==> src/tfcs_pkg.sv <==
package tfcs_pkg;

  localparam int TS_W      = 48;
  localparam int SEQ_W     = 32;
  localparam int VOLT_W    = 18;
  localparam int TEMP_W    = 13;
  localparam int GPS_W     = 8;
  localparam int SATS_W    = 8;
  localparam int COUNT_W   = 16;
  localparam int LOWV_W    = 17;
  localparam int TOTAL_W   = 29;
  localparam int RATE_W    = 32;
  localparam int STATUS_W  = 4;

  localparam int IN_DATA_W  = 128;
  localparam int OUT_DATA_W = 120;
  localparam int CFG_ADDR_W = 2;
  localparam int CFG_DATA_W = 17;

  localparam int DIVIDEND_W = 36;
  localparam int DIVISOR_W  = 48;
  localparam int DIV_STEPS  = DIVIDEND_W;
  localparam int DIV_CNT_W  = $clog2(DIV_STEPS);

  localparam logic [19:0] RATE_SCALE = 20'd1000000;

  typedef enum logic [STATUS_W-1:0] {
    ST_OK          = 4'd0,
    ST_VOLTAGE     = 4'd1,
    ST_TEMPERATURE = 4'd2,
    ST_GPS         = 4'd3,
    ST_SATELLITES  = 4'd4,
    ST_TIMESTAMP   = 4'd5,
    ST_SEQUENCE    = 4'd6,
    ST_TOO_MANY    = 4'd7,
    ST_TOO_FEW     = 4'd8
  } status_t;

  typedef enum logic [CFG_ADDR_W-1:0] {
    REG_LOW_VOLTAGE = 2'd0,
    REG_TEMP_MIN    = 2'd1,
    REG_TEMP_MAX    = 2'd2,
    REG_MAX_FRAMES  = 2'd3
  } cfg_reg_t;

  localparam logic [LOWV_W-1:0]   LOW_VOLTAGE_RST = 17'd22000;
  localparam logic [TEMP_W-1:0]   TEMP_MIN_RST    = 13'h1E70;
  localparam logic [TEMP_W-1:0]   TEMP_MAX_RST    = 13'd1200;
  localparam logic [COUNT_W-1:0]  MAX_FRAMES_RST  = 16'd1024;

  typedef struct packed {
    logic frame;
    logic avg_start;
    logic avg_take;
    logic rate_start;
    logic finish;
  } cmd_t;

  typedef struct packed {
    logic summary;
    logic out_full;
    logic div_done;
  } sts_t;

endpackage

==> src/tfcs_div.sv <==
module tfcs_div (
  input  logic                                clk,
  input  logic                                rst_n,
  input  logic                                start,
  input  logic [tfcs_pkg::DIVIDEND_W-1:0]     dividend,
  input  logic [tfcs_pkg::DIVISOR_W-1:0]      divisor,
  output logic [tfcs_pkg::DIVIDEND_W-1:0]     quotient,
  output logic                                done
);

  logic [tfcs_pkg::DIVIDEND_W-1:0] quo_r;
  logic [tfcs_pkg::DIVISOR_W-1:0]  rem_r;
  logic [tfcs_pkg::DIVISOR_W-1:0]  dvs_r;
  logic [tfcs_pkg::DIV_CNT_W-1:0]  cnt_r;
  logic                            busy_r;
  logic                            done_r;

  logic [tfcs_pkg::DIVISOR_W:0]    rem_shift;
  logic                            ge;
  logic [tfcs_pkg::DIVISOR_W:0]    rem_sub;
  logic [tfcs_pkg::DIVISOR_W-1:0]  rem_nxt;

  assign rem_shift = {rem_r, quo_r[tfcs_pkg::DIVIDEND_W-1]};
  assign ge        = rem_shift >= {1'b0, dvs_r};
  assign rem_sub   = rem_shift - {1'b0, dvs_r};
  assign rem_nxt   = ge ? rem_sub[tfcs_pkg::DIVISOR_W-1:0]
                        : rem_shift[tfcs_pkg::DIVISOR_W-1:0];

  always_ff @(posedge clk) begin
    if (!rst_n) begin
      busy_r <= 1'b0;
      done_r <= 1'b0;
      cnt_r  <= '0;
    end else begin
      done_r <= 1'b0;
      if (start) begin
        busy_r <= 1'b1;
        cnt_r  <= '0;
        quo_r  <= dividend;
        rem_r  <= '0;
        dvs_r  <= divisor;
      end else if (busy_r) begin
        quo_r <= {quo_r[tfcs_pkg::DIVIDEND_W-2:0], ge};
        rem_r <= rem_nxt;
        cnt_r <= cnt_r + 1'b1;
        if (cnt_r == tfcs_pkg::DIV_CNT_W'(tfcs_pkg::DIV_STEPS - 1)) begin
          busy_r <= 1'b0;
          done_r <= 1'b1;
        end
      end
    end
  end

  assign quotient = quo_r;
  assign done     = done_r;

endmodule

==> src/tfcs_dp.sv <==
module tfcs_dp (
  input  logic                               clk,
  input  logic                               rst_n,
  input  logic [tfcs_pkg::IN_DATA_W-1:0]     in_tdata,
  input  logic                               in_tlast,
  input  logic                               out_tready,
  output logic                               out_tvalid,
  output logic [tfcs_pkg::OUT_DATA_W-1:0]    out_tdata,
  input  logic                               cfg_we,
  input  logic [tfcs_pkg::CFG_ADDR_W-1:0]    cfg_addr,
  input  logic [tfcs_pkg::CFG_DATA_W-1:0]    cfg_wdata,
  input  tfcs_pkg::cmd_t                     cmd,
  output tfcs_pkg::sts_t                     sts
);

  logic [tfcs_pkg::TS_W-1:0]          ts;
  logic [tfcs_pkg::SEQ_W-1:0]         seq;
  logic signed [tfcs_pkg::VOLT_W-1:0] volt;
  logic signed [tfcs_pkg::TEMP_W-1:0] temp;
  logic [tfcs_pkg::GPS_W-1:0]         gps;
  logic signed [tfcs_pkg::SATS_W-1:0] sats;

  assign ts   = in_tdata[47:0];
  assign seq  = in_tdata[79:48];
  assign volt = in_tdata[97:80];
  assign temp = in_tdata[110:98];
  assign gps  = in_tdata[118:111];
  assign sats = in_tdata[126:119];

  logic [tfcs_pkg::LOWV_W-1:0]         low_voltage_r;
  logic signed [tfcs_pkg::TEMP_W-1:0]  temp_min_r;
  logic signed [tfcs_pkg::TEMP_W-1:0]  temp_max_r;
  logic [tfcs_pkg::COUNT_W-1:0]        max_frames_r;

  logic [tfcs_pkg::COUNT_W-1:0]        count_r;
  logic [tfcs_pkg::TS_W-1:0]           first_ts_r;
  logic [tfcs_pkg::TS_W-1:0]           prev_ts_r;
  logic [tfcs_pkg::SEQ_W-1:0]          prev_seq_r;
  logic signed [tfcs_pkg::VOLT_W-1:0]  vmin_r;
  logic signed [tfcs_pkg::VOLT_W-1:0]  vmax_r;
  logic [tfcs_pkg::COUNT_W-1:0]        low_r;
  logic [tfcs_pkg::TOTAL_W-1:0]        total_r;
  logic                                failed_r;
  logic [tfcs_pkg::DIVIDEND_W-1:0]     prod_r;
  logic [tfcs_pkg::TEMP_W-1:0]         avg_r;

  logic                                out_valid_r;
  logic [tfcs_pkg::STATUS_W-1:0]       o_status_r;
  logic [tfcs_pkg::COUNT_W-1:0]        o_count_r;
  logic [tfcs_pkg::VOLT_W-1:0]         o_vmin_r;
  logic [tfcs_pkg::VOLT_W-1:0]         o_vmax_r;
  logic [tfcs_pkg::TEMP_W-1:0]         o_avg_r;
  logic [tfcs_pkg::COUNT_W-1:0]        o_low_r;
  logic [tfcs_pkg::RATE_W-1:0]         o_rate_r;

  tfcs_pkg::status_t                   chk;
  logic [tfcs_pkg::COUNT_W-1:0]        count_inc;
  logic [tfcs_pkg::COUNT_W-1:0]        count_m1;
  logic [tfcs_pkg::TOTAL_W-1:0]        temp_ext;
  logic [tfcs_pkg::TOTAL_W-1:0]        total_abs;
  logic [tfcs_pkg::TS_W-1:0]           elapsed;
  logic                                frame_ok;
  logic                                early_emit;

  logic                                div_start;
  logic [tfcs_pkg::DIVIDEND_W-1:0]     div_dividend;
  logic [tfcs_pkg::DIVISOR_W-1:0]      div_divisor;
  logic [tfcs_pkg::DIVIDEND_W-1:0]     div_quotient;
  logic                                div_done;
  logic [tfcs_pkg::RATE_W-1:0]         rate;

  always_comb begin
    chk = tfcs_pkg::ST_OK;
    if (count_r >= max_frames_r) begin
      chk = tfcs_pkg::ST_TOO_MANY;
    end else if (volt <= 18'sd0) begin
      chk = tfcs_pkg::ST_VOLTAGE;
    end else if (temp < temp_min_r || temp > temp_max_r) begin
      chk = tfcs_pkg::ST_TEMPERATURE;
    end else if (|gps[tfcs_pkg::GPS_W-1:1]) begin
      chk = tfcs_pkg::ST_GPS;
    end else if (sats < 8'sd0) begin
      chk = tfcs_pkg::ST_SATELLITES;
    end else if (count_r != '0 && ts <= prev_ts_r) begin
      chk = tfcs_pkg::ST_TIMESTAMP;
    end else if (count_r != '0 && seq != prev_seq_r + 32'd1) begin
      chk = tfcs_pkg::ST_SEQUENCE;
    end
  end

  assign count_inc  = count_r + 16'd1;
  assign count_m1   = count_r - 16'd1;
  assign temp_ext   = {{(tfcs_pkg::TOTAL_W - tfcs_pkg::TEMP_W){temp[tfcs_pkg::TEMP_W-1]}}, temp};
  assign total_abs  = total_r[tfcs_pkg::TOTAL_W-1] ? (~total_r + 1'b1) : total_r;
  assign elapsed    = prev_ts_r - first_ts_r;
  assign frame_ok   = !failed_r && chk == tfcs_pkg::ST_OK;
  assign early_emit = !failed_r && (chk != tfcs_pkg::ST_OK || (in_tlast && count_r == '0));

  assign sts.summary  = frame_ok && in_tlast && count_r != '0;
  assign sts.out_full = out_valid_r;
  assign sts.div_done = div_done;

  always_ff @(posedge clk) begin
    if (!rst_n) begin
      low_voltage_r <= tfcs_pkg::LOW_VOLTAGE_RST;
      temp_min_r    <= tfcs_pkg::TEMP_MIN_RST;
      temp_max_r    <= tfcs_pkg::TEMP_MAX_RST;
      max_frames_r  <= tfcs_pkg::MAX_FRAMES_RST;
    end else if (cfg_we) begin
      case (cfg_addr)
        tfcs_pkg::REG_LOW_VOLTAGE: low_voltage_r <= cfg_wdata;
        tfcs_pkg::REG_TEMP_MIN:    temp_min_r    <= cfg_wdata[tfcs_pkg::TEMP_W-1:0];
        tfcs_pkg::REG_TEMP_MAX:    temp_max_r    <= cfg_wdata[tfcs_pkg::TEMP_W-1:0];
        tfcs_pkg::REG_MAX_FRAMES:  max_frames_r  <= cfg_wdata[tfcs_pkg::COUNT_W-1:0];
        default: ;
      endcase
    end
  end

  always_ff @(posedge clk) begin
    if (!rst_n) begin
      count_r  <= '0;
      low_r    <= '0;
      total_r  <= '0;
      failed_r <= 1'b0;
    end else if (cmd.frame) begin
      if (failed_r) begin
        if (in_tlast) begin
          count_r  <= '0;
          low_r    <= '0;
          total_r  <= '0;
          failed_r <= 1'b0;
        end
      end else if (chk != tfcs_pkg::ST_OK) begin
        if (in_tlast) begin
          count_r <= '0;
          low_r   <= '0;
          total_r <= '0;
        end else begin
          failed_r <= 1'b1;
        end
      end else if (in_tlast && count_r == '0) begin
        count_r <= '0;
        low_r   <= '0;
        total_r <= '0;
      end else begin
        count_r    <= count_inc;
        total_r    <= total_r + temp_ext;
        prev_ts_r  <= ts;
        prev_seq_r <= seq;
        if ($unsigned(volt) < {1'b0, low_voltage_r}) begin
          low_r <= low_r + 16'd1;
        end
        if (count_r == '0) begin
          first_ts_r <= ts;
          vmin_r     <= volt;
          vmax_r     <= volt;
        end else begin
          if (volt < vmin_r) begin
            vmin_r <= volt;
          end
          if (volt > vmax_r) begin
            vmax_r <= volt;
          end
        end
      end
    end else if (cmd.finish) begin
      count_r <= '0;
      low_r   <= '0;
      total_r <= '0;
    end
  end

  always_ff @(posedge clk) begin
    if (cmd.avg_start) begin
      prod_r <= tfcs_pkg::DIVIDEND_W'(count_m1)
                * tfcs_pkg::DIVIDEND_W'(tfcs_pkg::RATE_SCALE);
    end
    if (cmd.avg_take) begin
      avg_r <= total_r[tfcs_pkg::TOTAL_W-1] ? (~div_quotient[tfcs_pkg::TEMP_W-1:0] + 1'b1)
                                            : div_quotient[tfcs_pkg::TEMP_W-1:0];
    end
  end

  assign div_start    = cmd.avg_start | cmd.rate_start;
  assign div_dividend = cmd.avg_start
                        ? {{(tfcs_pkg::DIVIDEND_W - tfcs_pkg::TOTAL_W){1'b0}}, total_abs}
                        : prod_r;
  assign div_divisor  = cmd.avg_start
                        ? {{(tfcs_pkg::DIVISOR_W - tfcs_pkg::COUNT_W){1'b0}}, count_r}
                        : elapsed;

  tfcs_div u_div (
    .clk      (clk),
    .rst_n    (rst_n),
    .start    (div_start),
    .dividend (div_dividend),
    .divisor  (div_divisor),
    .quotient (div_quotient),
    .done     (div_done)
  );

  assign rate = (elapsed == '0) ? '0 :
                (|div_quotient[tfcs_pkg::DIVIDEND_W-1:tfcs_pkg::RATE_W]) ? '1 :
                div_quotient[tfcs_pkg::RATE_W-1:0];

  always_ff @(posedge clk) begin
    if (!rst_n) begin
      out_valid_r <= 1'b0;
    end else begin
      if (out_valid_r && out_tready) begin
        out_valid_r <= 1'b0;
      end
      if (cmd.frame && early_emit) begin
        out_valid_r <= 1'b1;
        o_vmin_r    <= '0;
        o_vmax_r    <= '0;
        o_avg_r     <= '0;
        o_low_r     <= '0;
        o_rate_r    <= '0;
        if (chk != tfcs_pkg::ST_OK) begin
          o_status_r <= chk;
          o_count_r  <= count_r;
        end else begin
          o_status_r <= tfcs_pkg::ST_TOO_FEW;
          o_count_r  <= count_inc;
        end
      end else if (cmd.finish) begin
        out_valid_r <= 1'b1;
        o_status_r  <= tfcs_pkg::ST_OK;
        o_count_r   <= count_r;
        o_vmin_r    <= vmin_r;
        o_vmax_r    <= vmax_r;
        o_avg_r     <= avg_r;
        o_low_r     <= low_r;
        o_rate_r    <= rate;
      end
    end
  end

  assign out_tvalid = out_valid_r;
  assign out_tdata  = {3'b000, o_rate_r, o_low_r, o_avg_r, o_vmax_r, o_vmin_r,
                       o_count_r, o_status_r};

endmodule

==> src/tfcs_ctrl.sv <==
module tfcs_ctrl (
  input  logic            clk,
  input  logic            rst_n,
  input  logic            in_tvalid,
  input  logic            out_tready,
  input  tfcs_pkg::sts_t  sts,
  output logic            in_tready,
  output tfcs_pkg::cmd_t  cmd
);

  typedef enum logic [1:0] {
    S_IDLE,
    S_AVG,
    S_AVG_WAIT,
    S_RATE_WAIT
  } state_t;

  state_t state_r;
  logic   accept;

  assign in_tready = (state_r == S_IDLE) && (!sts.out_full || out_tready);
  assign accept    = in_tvalid && in_tready;

  always_comb begin
    cmd            = '0;
    cmd.frame      = accept;
    cmd.avg_start  = (state_r == S_AVG);
    cmd.avg_take   = (state_r == S_AVG_WAIT) && sts.div_done;
    cmd.rate_start = (state_r == S_AVG_WAIT) && sts.div_done;
    cmd.finish     = (state_r == S_RATE_WAIT) && sts.div_done;
  end

  always_ff @(posedge clk) begin
    if (!rst_n) begin
      state_r <= S_IDLE;
    end else begin
      case (state_r)
        S_IDLE: begin
          if (accept && sts.summary) begin
            state_r <= S_AVG;
          end
        end
        S_AVG: begin
          state_r <= S_AVG_WAIT;
        end
        S_AVG_WAIT: begin
          if (sts.div_done) begin
            state_r <= S_RATE_WAIT;
          end
        end
        S_RATE_WAIT: begin
          if (sts.div_done) begin
            state_r <= S_IDLE;
          end
        end
        default: begin
          state_r <= S_IDLE;
        end
      endcase
    end
  end

endmodule

==> src/telemetry_frame_checker_stats.sv <==
// Checks parsed telemetry frames and gathers statistics over one data set.
// Frames enter on the in_ stream, one transfer per frame; in_tlast marks the
// last frame of the set. Results leave on the out_ stream, at most one
// transfer per frame: an error status on the first failing frame, or a
// summary (or a too-few status) on the last frame of the set.
// A frame that passes and is not last produces no result, so such frames
// stream at one per cycle while no result is stalled. An error or too-few
// result is registered and appears in the cycle after its frame. A summary
// needs two 36-step divisions on a shared one-bit-per-cycle divider and
// appears when the second one is done; in_tready stays low until then.
// A single output register holds the pending result. While it is occupied
// and out_tready is low, in_tready is low as well; the block accepts the
// next frame in the cycle the result is taken.
// The cfg_ port writes the thresholds and the frame limit; write only
// while the block is idle. Reset (rst_n low, synchronous) restores the
// register defaults, empties the output and starts a fresh data set.
module telemetry_frame_checker_stats (
  input  logic                              clk,
  input  logic                              rst_n,
  input  logic                              in_tvalid,
  output logic                              in_tready,
  // time_stamp, seq_number, voltage_mv, temperature, gps_fix, satellites
  input  logic [tfcs_pkg::IN_DATA_W-1:0]    in_tdata,
  input  logic                              in_tlast,
  output logic                              out_tvalid,
  input  logic                              out_tready,
  // status, frame_total, voltage_min_out, voltage_max_out,
  // temperature_avg_tenths, low_voltage_count, frame_rate_mhz
  output logic [tfcs_pkg::OUT_DATA_W-1:0]   out_tdata,
  input  logic                              cfg_we,
  input  logic [tfcs_pkg::CFG_ADDR_W-1:0]   cfg_addr,
  input  logic [tfcs_pkg::CFG_DATA_W-1:0]   cfg_wdata
);

  tfcs_pkg::cmd_t cmd;
  tfcs_pkg::sts_t sts;

  tfcs_ctrl u_ctrl (
    .clk        (clk),
    .rst_n      (rst_n),
    .in_tvalid  (in_tvalid),
    .out_tready (out_tready),
    .sts        (sts),
    .in_tready  (in_tready),
    .cmd        (cmd)
  );

  tfcs_dp u_dp (
    .clk        (clk),
    .rst_n      (rst_n),
    .in_tdata   (in_tdata),
    .in_tlast   (in_tlast),
    .out_tready (out_tready),
    .out_tvalid (out_tvalid),
    .out_tdata  (out_tdata),
    .cfg_we     (cfg_we),
    .cfg_addr   (cfg_addr),
    .cfg_wdata  (cfg_wdata),
    .cmd        (cmd),
    .sts        (sts)
  );

endmodule

==> config.mk <==
export PLATFORM = sky130hd
export DESIGN_NAME = telemetry_frame_checker_stats
export DESIGN_NICKNAME = d
export VERILOG_FILES = /design/src/tfcs_pkg.sv /design/src/tfcs_div.sv /design/src/tfcs_dp.sv /design/src/tfcs_ctrl.sv /design/src/telemetry_frame_checker_stats.sv
export SDC_FILE = /design/constraint.sdc
export NUM_CORES = 2
export LEC_CHECK = 0
export ABC_AREA = 1
export BUFFER_PORTS_ARGS = -buffer_cell sky130_fd_sc_hd__buf_2
export CAP_MARGIN = 10
export CORE_MARGIN = 2
export CORE_UTILIZATION = 45
export CTS_BUF_LIST = sky130_fd_sc_hd__clkbuf_8
export DETAILED_ROUTE_END_ITERATION = 10
export HOLD_SLACK_MARGIN = 0.03
export PLACE_DENSITY_LB_ADDON = 0.1
export RECOVER_POWER = 25
export SYNTH_ARGS = -nofsm -noshare
export SYNTH_HDL_FRONTEND = slang
export SYNTH_SLANG_ARGS = --single-unit
==> constraint.sdc <==
create_clock -name clk -period 17.3 [get_ports clk]
set_clock_uncertainty 0.05 [all_clocks]
set_input_delay 1.73 -clock clk [delete_from_list [all_inputs] [get_ports clk]]
set_output_delay 1.73 -clock clk [all_outputs]
set_load 0.1 [all_outputs]
==> impl_metrics.py <==
metrics = {
    "outcome": {
        "status": "finished with violations",
        "violations": "capacitance limit, slew limit",
    },
    "setup_path": {
        "crit_type": "flip-flop to flip-flop",
        "endpoint": "u_dp.prod_r[34]",
        "rr_endpoint": "u_dp.prod_r[34]",
        "crit_path_start": "u_dp.count_r[0]",
        "worstPathArrival_ns": 8.25,
        "ff2ff_setup_slack_ns": 9.49,
        "reg2reg_from": "u_dp.count_r[0]",
        "reg2reg_depth": 26,
        "required_ns": 17.74,
        "worstPathMaxFanout": 14,
        "cp-end-kind": "flip-flop",
        "critPathLaunchType": "flip-flop",
    },
    "sta": {
        "finalCriticalPeriod_ns": 7.81,
        "holdWs_ns": 0.400,
        "max_slew.worst_pin.slew_ns": 3.78,
        "rsz0062_at_grt": "no",
        "finalCritPeriodShare": 0.451,
        "fmaxAchievable_mhz": 128,
        "report.final.slew_viol_count": 299,
        "setup_tns_ns": 0,
        "max_slew_margin": -1.52,
        "setup_viol": 0,
        "hold_violations": 0,
    },
    "route": {
        "drc": 0,
        "vias_per_cell": 5.19,
        "wl_per_cell_microns": 17.1,
        "firstDrtPassIters": 7,
        "ant_nets": 0,
        "wirelength_microns": 106000,
        "dr.first_iter.drc_count": 1965,
        "vias": 32122,
    },
    "logic_synthesis": {
        "synthDistinctLibCells": 65,
        "syn_avg_cell_area_sq_um": 8.49,
        "syn-cell-area_sq_um": 39700,
        "ys_ff_latch": 588,
        "syn_inst": 4682,
        "async_flop_share": 0,
        "synth_warnings": 0,
        "synth_edf_count": 456,
        "ys_seq_area_frac": 0.411,
        "ys.flop_type": "edfxtp_1",
    },
    "floorplanning": {
        "core_area_sq_um": 87200,
        "die_h_microns": 301,
        "rows": 108,
        "die_x_microns": 301,
        "io_pins": 275,
        "start_util": 0.456,
        "fp.dieArea_sq_um": 90700,
    },
    "global_route": {
        "grt_pass1_vias": 30985,
        "grt_usage": 0.234,
        "grt_max_degree": 84,
        "grt_antenna_before_repair": 3,
        "grt_pass1_wl_microns": 168000,
        "grt-ovfl-total": 0,
    },
    "clock_network": {
        "post_cts_resized": 0,
        "clockBufferDepth": 3,
        "cts_root_buf": "clkbuf_8",
        "insertion_delay_ns": 0.78,
        "cts_sinks": 588,
        "htreeDepth": 3,
        "cts_setup_buffers": 0,
        "clk_pin_slew_ns": 0.06,
        "hold_buffers": 0,
        "cts_tree": "yes",
        "cts_buffers": 105,
    },
    "place": {
        "place_hpwl_microns": 81600,
        "routabilityCongestion": 0.933,
        "placed_cells": 6001,
        "portBuffers": 262,
    },
    "layout": {
        "fin_cells": 6194,
        "finalNetCount": 5529,
        "drive_gt1_frac": 0.0818,
        "synthToLayoutAreaGrowth_pct": 11.1,
        "final_util": 0.506,
        "fillers": 8417,
    },
    "power": {
        "p_leak_nw": 19.5,
        "vdd_drop_max_mv": 0.414,
        "power_mw": 7.63,
        "p_per_area_nw_per_um2": 173,
    },
    "hold_path": {
        "hold_class": "flip-flop to flip-flop",
    },
    "run": {
        "cap_violations": 4,
    },
}
-- layer usage --
metal	global-route usage	wire [microns]	part of all wire
met1	0.328	50000	0.47
met3	0.0437	6470	0.061
met4	0.0689	2780	0.026
met2	0.365	46300	0.44
met5	0.0153	218	0.0021
-- power breakdown --
part	total, mW	leakage [nW]	internal, mW	switching (mW)
sequential	2.07	5.23	2.00	0.0706
combinational	4.27	13.1	1.57	2.70
clock	1.30	1.18	0.686	0.610
total	7.63	19.5	4.25	3.38
-- worst max-delay path: stages, from the launching register on --
cell	delay, ns
dfxtp_1	0.41
inv_1	0.50
ha_1	0.29
inv_1	0.09
nor2_1	0.20
xor2_1	0.59
inv_1	0.25
fa_1	0.56
inv_1	0.06
fa_1	0.52
fa_1	0.55
inv_1	0.05
fa_1	0.50
inv_1	0.04
ha_1	0.26
inv_1	0.05
fa_1	0.50
inv_1	0.04
ha_1	0.36
nand2_1	0.06
o21ai_0	0.26
inv_1	0.06
o21ai_0	0.36
a21oi_1	0.17
o21ai_0	0.42
a21oi_1	0.15
xor2_1	0.17
-- cell usage after synthesis (5+ instances only) --
cell type | count | area (sq um)
nand3b_1 | 13 | 97.6
a21oi_1 | 389 | 1950
o21ai_1 | 33 | 165
nand3_1 | 166 | 831
a21boi_0 | 24 | 180
a21oi_2 | 11 | 96.3
a21o_1 | 20 | 150
xnor2_1 | 88 | 771
nor3_1 | 54 | 270
nor2_4 | 10 | 113
dfxtp_1 | 132 | 2640
buf_6 | 5 | 56.3
nor4_1 | 20 | 125
o31ai_1 | 10 | 75.1
nand2_1 | 811 | 3040
edfxtp_1 | 456 | 13700
o211ai_1 | 32 | 240
nand2_2 | 20 | 125
o21a_1 | 25 | 188
o221ai_1 | 8 | 70.1
o21ai_0 | 291 | 1460
a211oi_1 | 17 | 128
buf_2 | 17 | 85.1
a31oi_1 | 40 | 250
buf_4 | 6 | 45.0
clkbuf_1 | 95 | 357
inv_1 | 702 | 2640
ha_1 | 376 | 4700
nand4_1 | 53 | 332
and2_1 | 5 | 31.3
o21bai_1 | 21 | 158
nor2_2 | 9 | 56.3
fa_1 | 47 | 941
and3_1 | 5 | 31.3
nor2_1 | 445 | 1670
nand2_4 | 6 | 67.6
xor2_1 | 164 | 1440
-- flip-flops by register name (all words and copies together), names as in the netlist, 17 cells and up --
| register | flops |
|---|---|
| u_dp.vmin_r | 18 |
| u_dp.o_vmin_r | 18 |
| u_dp.prev_seq_r | 32 |
| u_dp.u_div.dvs_r | 48 |
| u_dp.u_div.quotient | 36 |
| u_dp.vmax_r | 18 |
| u_dp.o_rate_r | 32 |
| u_dp.low_voltage_r | 17 |
| u_dp.u_div.rem_r | 48 |
| u_dp.o_vmax_r | 18 |
| u_dp.first_ts_r | 48 |
| u_dp.total_r | 29 |
| u_dp.prod_r | 30 |
| u_dp.prev_ts_r | 48 |
-- through the flow --
| step | area [sq um] | worst slack, ns |
|---|---|---|
| after global placement | 42200 | 9.58 |
| after detailed placement | 42200 | 9.59 |
| after global routing | 44100 | 8.89 |
| final | 44100 | 9.49 |
| after floorplan | 39700 | 7.43 |
| after CTS | 44300 | 9.52 |
-- cell type report --
cell class | instances | area, sq um | share of cell area
Antenna cell | 2 | 5.00 | 0.000113
Clock buffer | 118 | 1620 | 0.0368
Clock inverter | 73 | 443 | 0.0100
Inverter | 710 | 2670 | 0.0604
Multi-Input combinational cell | 3258 | 20200 | 0.459
Sequential cell | 588 | 16300 | 0.370
Tap cell | 1155 | 1450 | 0.0327
Timing Repair Buffer | 290 | 1370 | 0.0311
-- logic make-up after synthesis --
kind of cell / count (synthesis) / share of synthesized area
XOR/XNOR: 252 / 0.0555
other: 1 / 0.0000944
AND/OR/NAND/NOR: 1635 / 0.176
flip-flops: 588 / 0.411
adder cells (fa/ha/maj): 423 / 0.142
AO/OA/AOI/OAI: 941 / 0.133
multiplexers: 4 / 0.00101
buffers and inverters: 838 / 0.0815
-- worst min path at each step --
| stage | start | endpoint | slack, ns | cells past startpoint |
|---|---|---|---|---|
| 3_5_place_dp | u_dp.low_voltage_r[0] | u_dp.low_voltage_r[0] | 0.39 | 2 |
| 3_3_place_gp | u_dp.low_voltage_r[0] | u_dp.low_voltage_r[0] | 0.39 | 2 |
| 4_1_cts | u_dp.low_voltage_r[0] | u_dp.low_voltage_r[0] | 0.40 | 2 |
| 6_report | u_dp.low_voltage_r[0] | u_dp.low_voltage_r[0] | 0.40 | 2 |
| 2_1_floorplan | u_dp.low_voltage_r[0] | u_dp.low_voltage_r[0] | 0.37 | 2 |
| 5_1_grt | u_dp.temp_max_r[1] | u_dp.temp_max_r[1] | 0.43 | 2 |
-- placed cells by master (no fill, tap or decap), types with 24 or more instances in the layout --
| master | synthesis | final |
|---|---|---|
| xor2_1 | 164 | 164 |
| nor3_1 | 54 | 53 |
| o21a_1 | 25 | 25 |
| a31oi_1 | 40 | 40 |
| ha_1 | 376 | 376 |
| o21ai_1 | 33 | 33 |
| o21ai_0 | 291 | 290 |
| nor2_1 | 445 | 440 |
| dfxtp_1 | 132 | 132 |
| inv_1 | 702 | 732 |
| xnor2_1 | 88 | 88 |
| o211ai_1 | 32 | 32 |
| nand2_1 | 811 | 811 |
| clkbuf_1 | 95 | 106 |
| nand4_1 | 53 | 53 |
| a21boi_0 | 24 | 24 |
| a21oi_1 | 389 | 386 |
| nand3_1 | 166 | 165 |
| buf_2 | 17 | 163 |
| edfxtp_1 | 456 | 456 |
| clkbuf_8 | 0 | 118 |
| fa_1 | 47 | 47 |
Power figures use the tool's default switching activity.
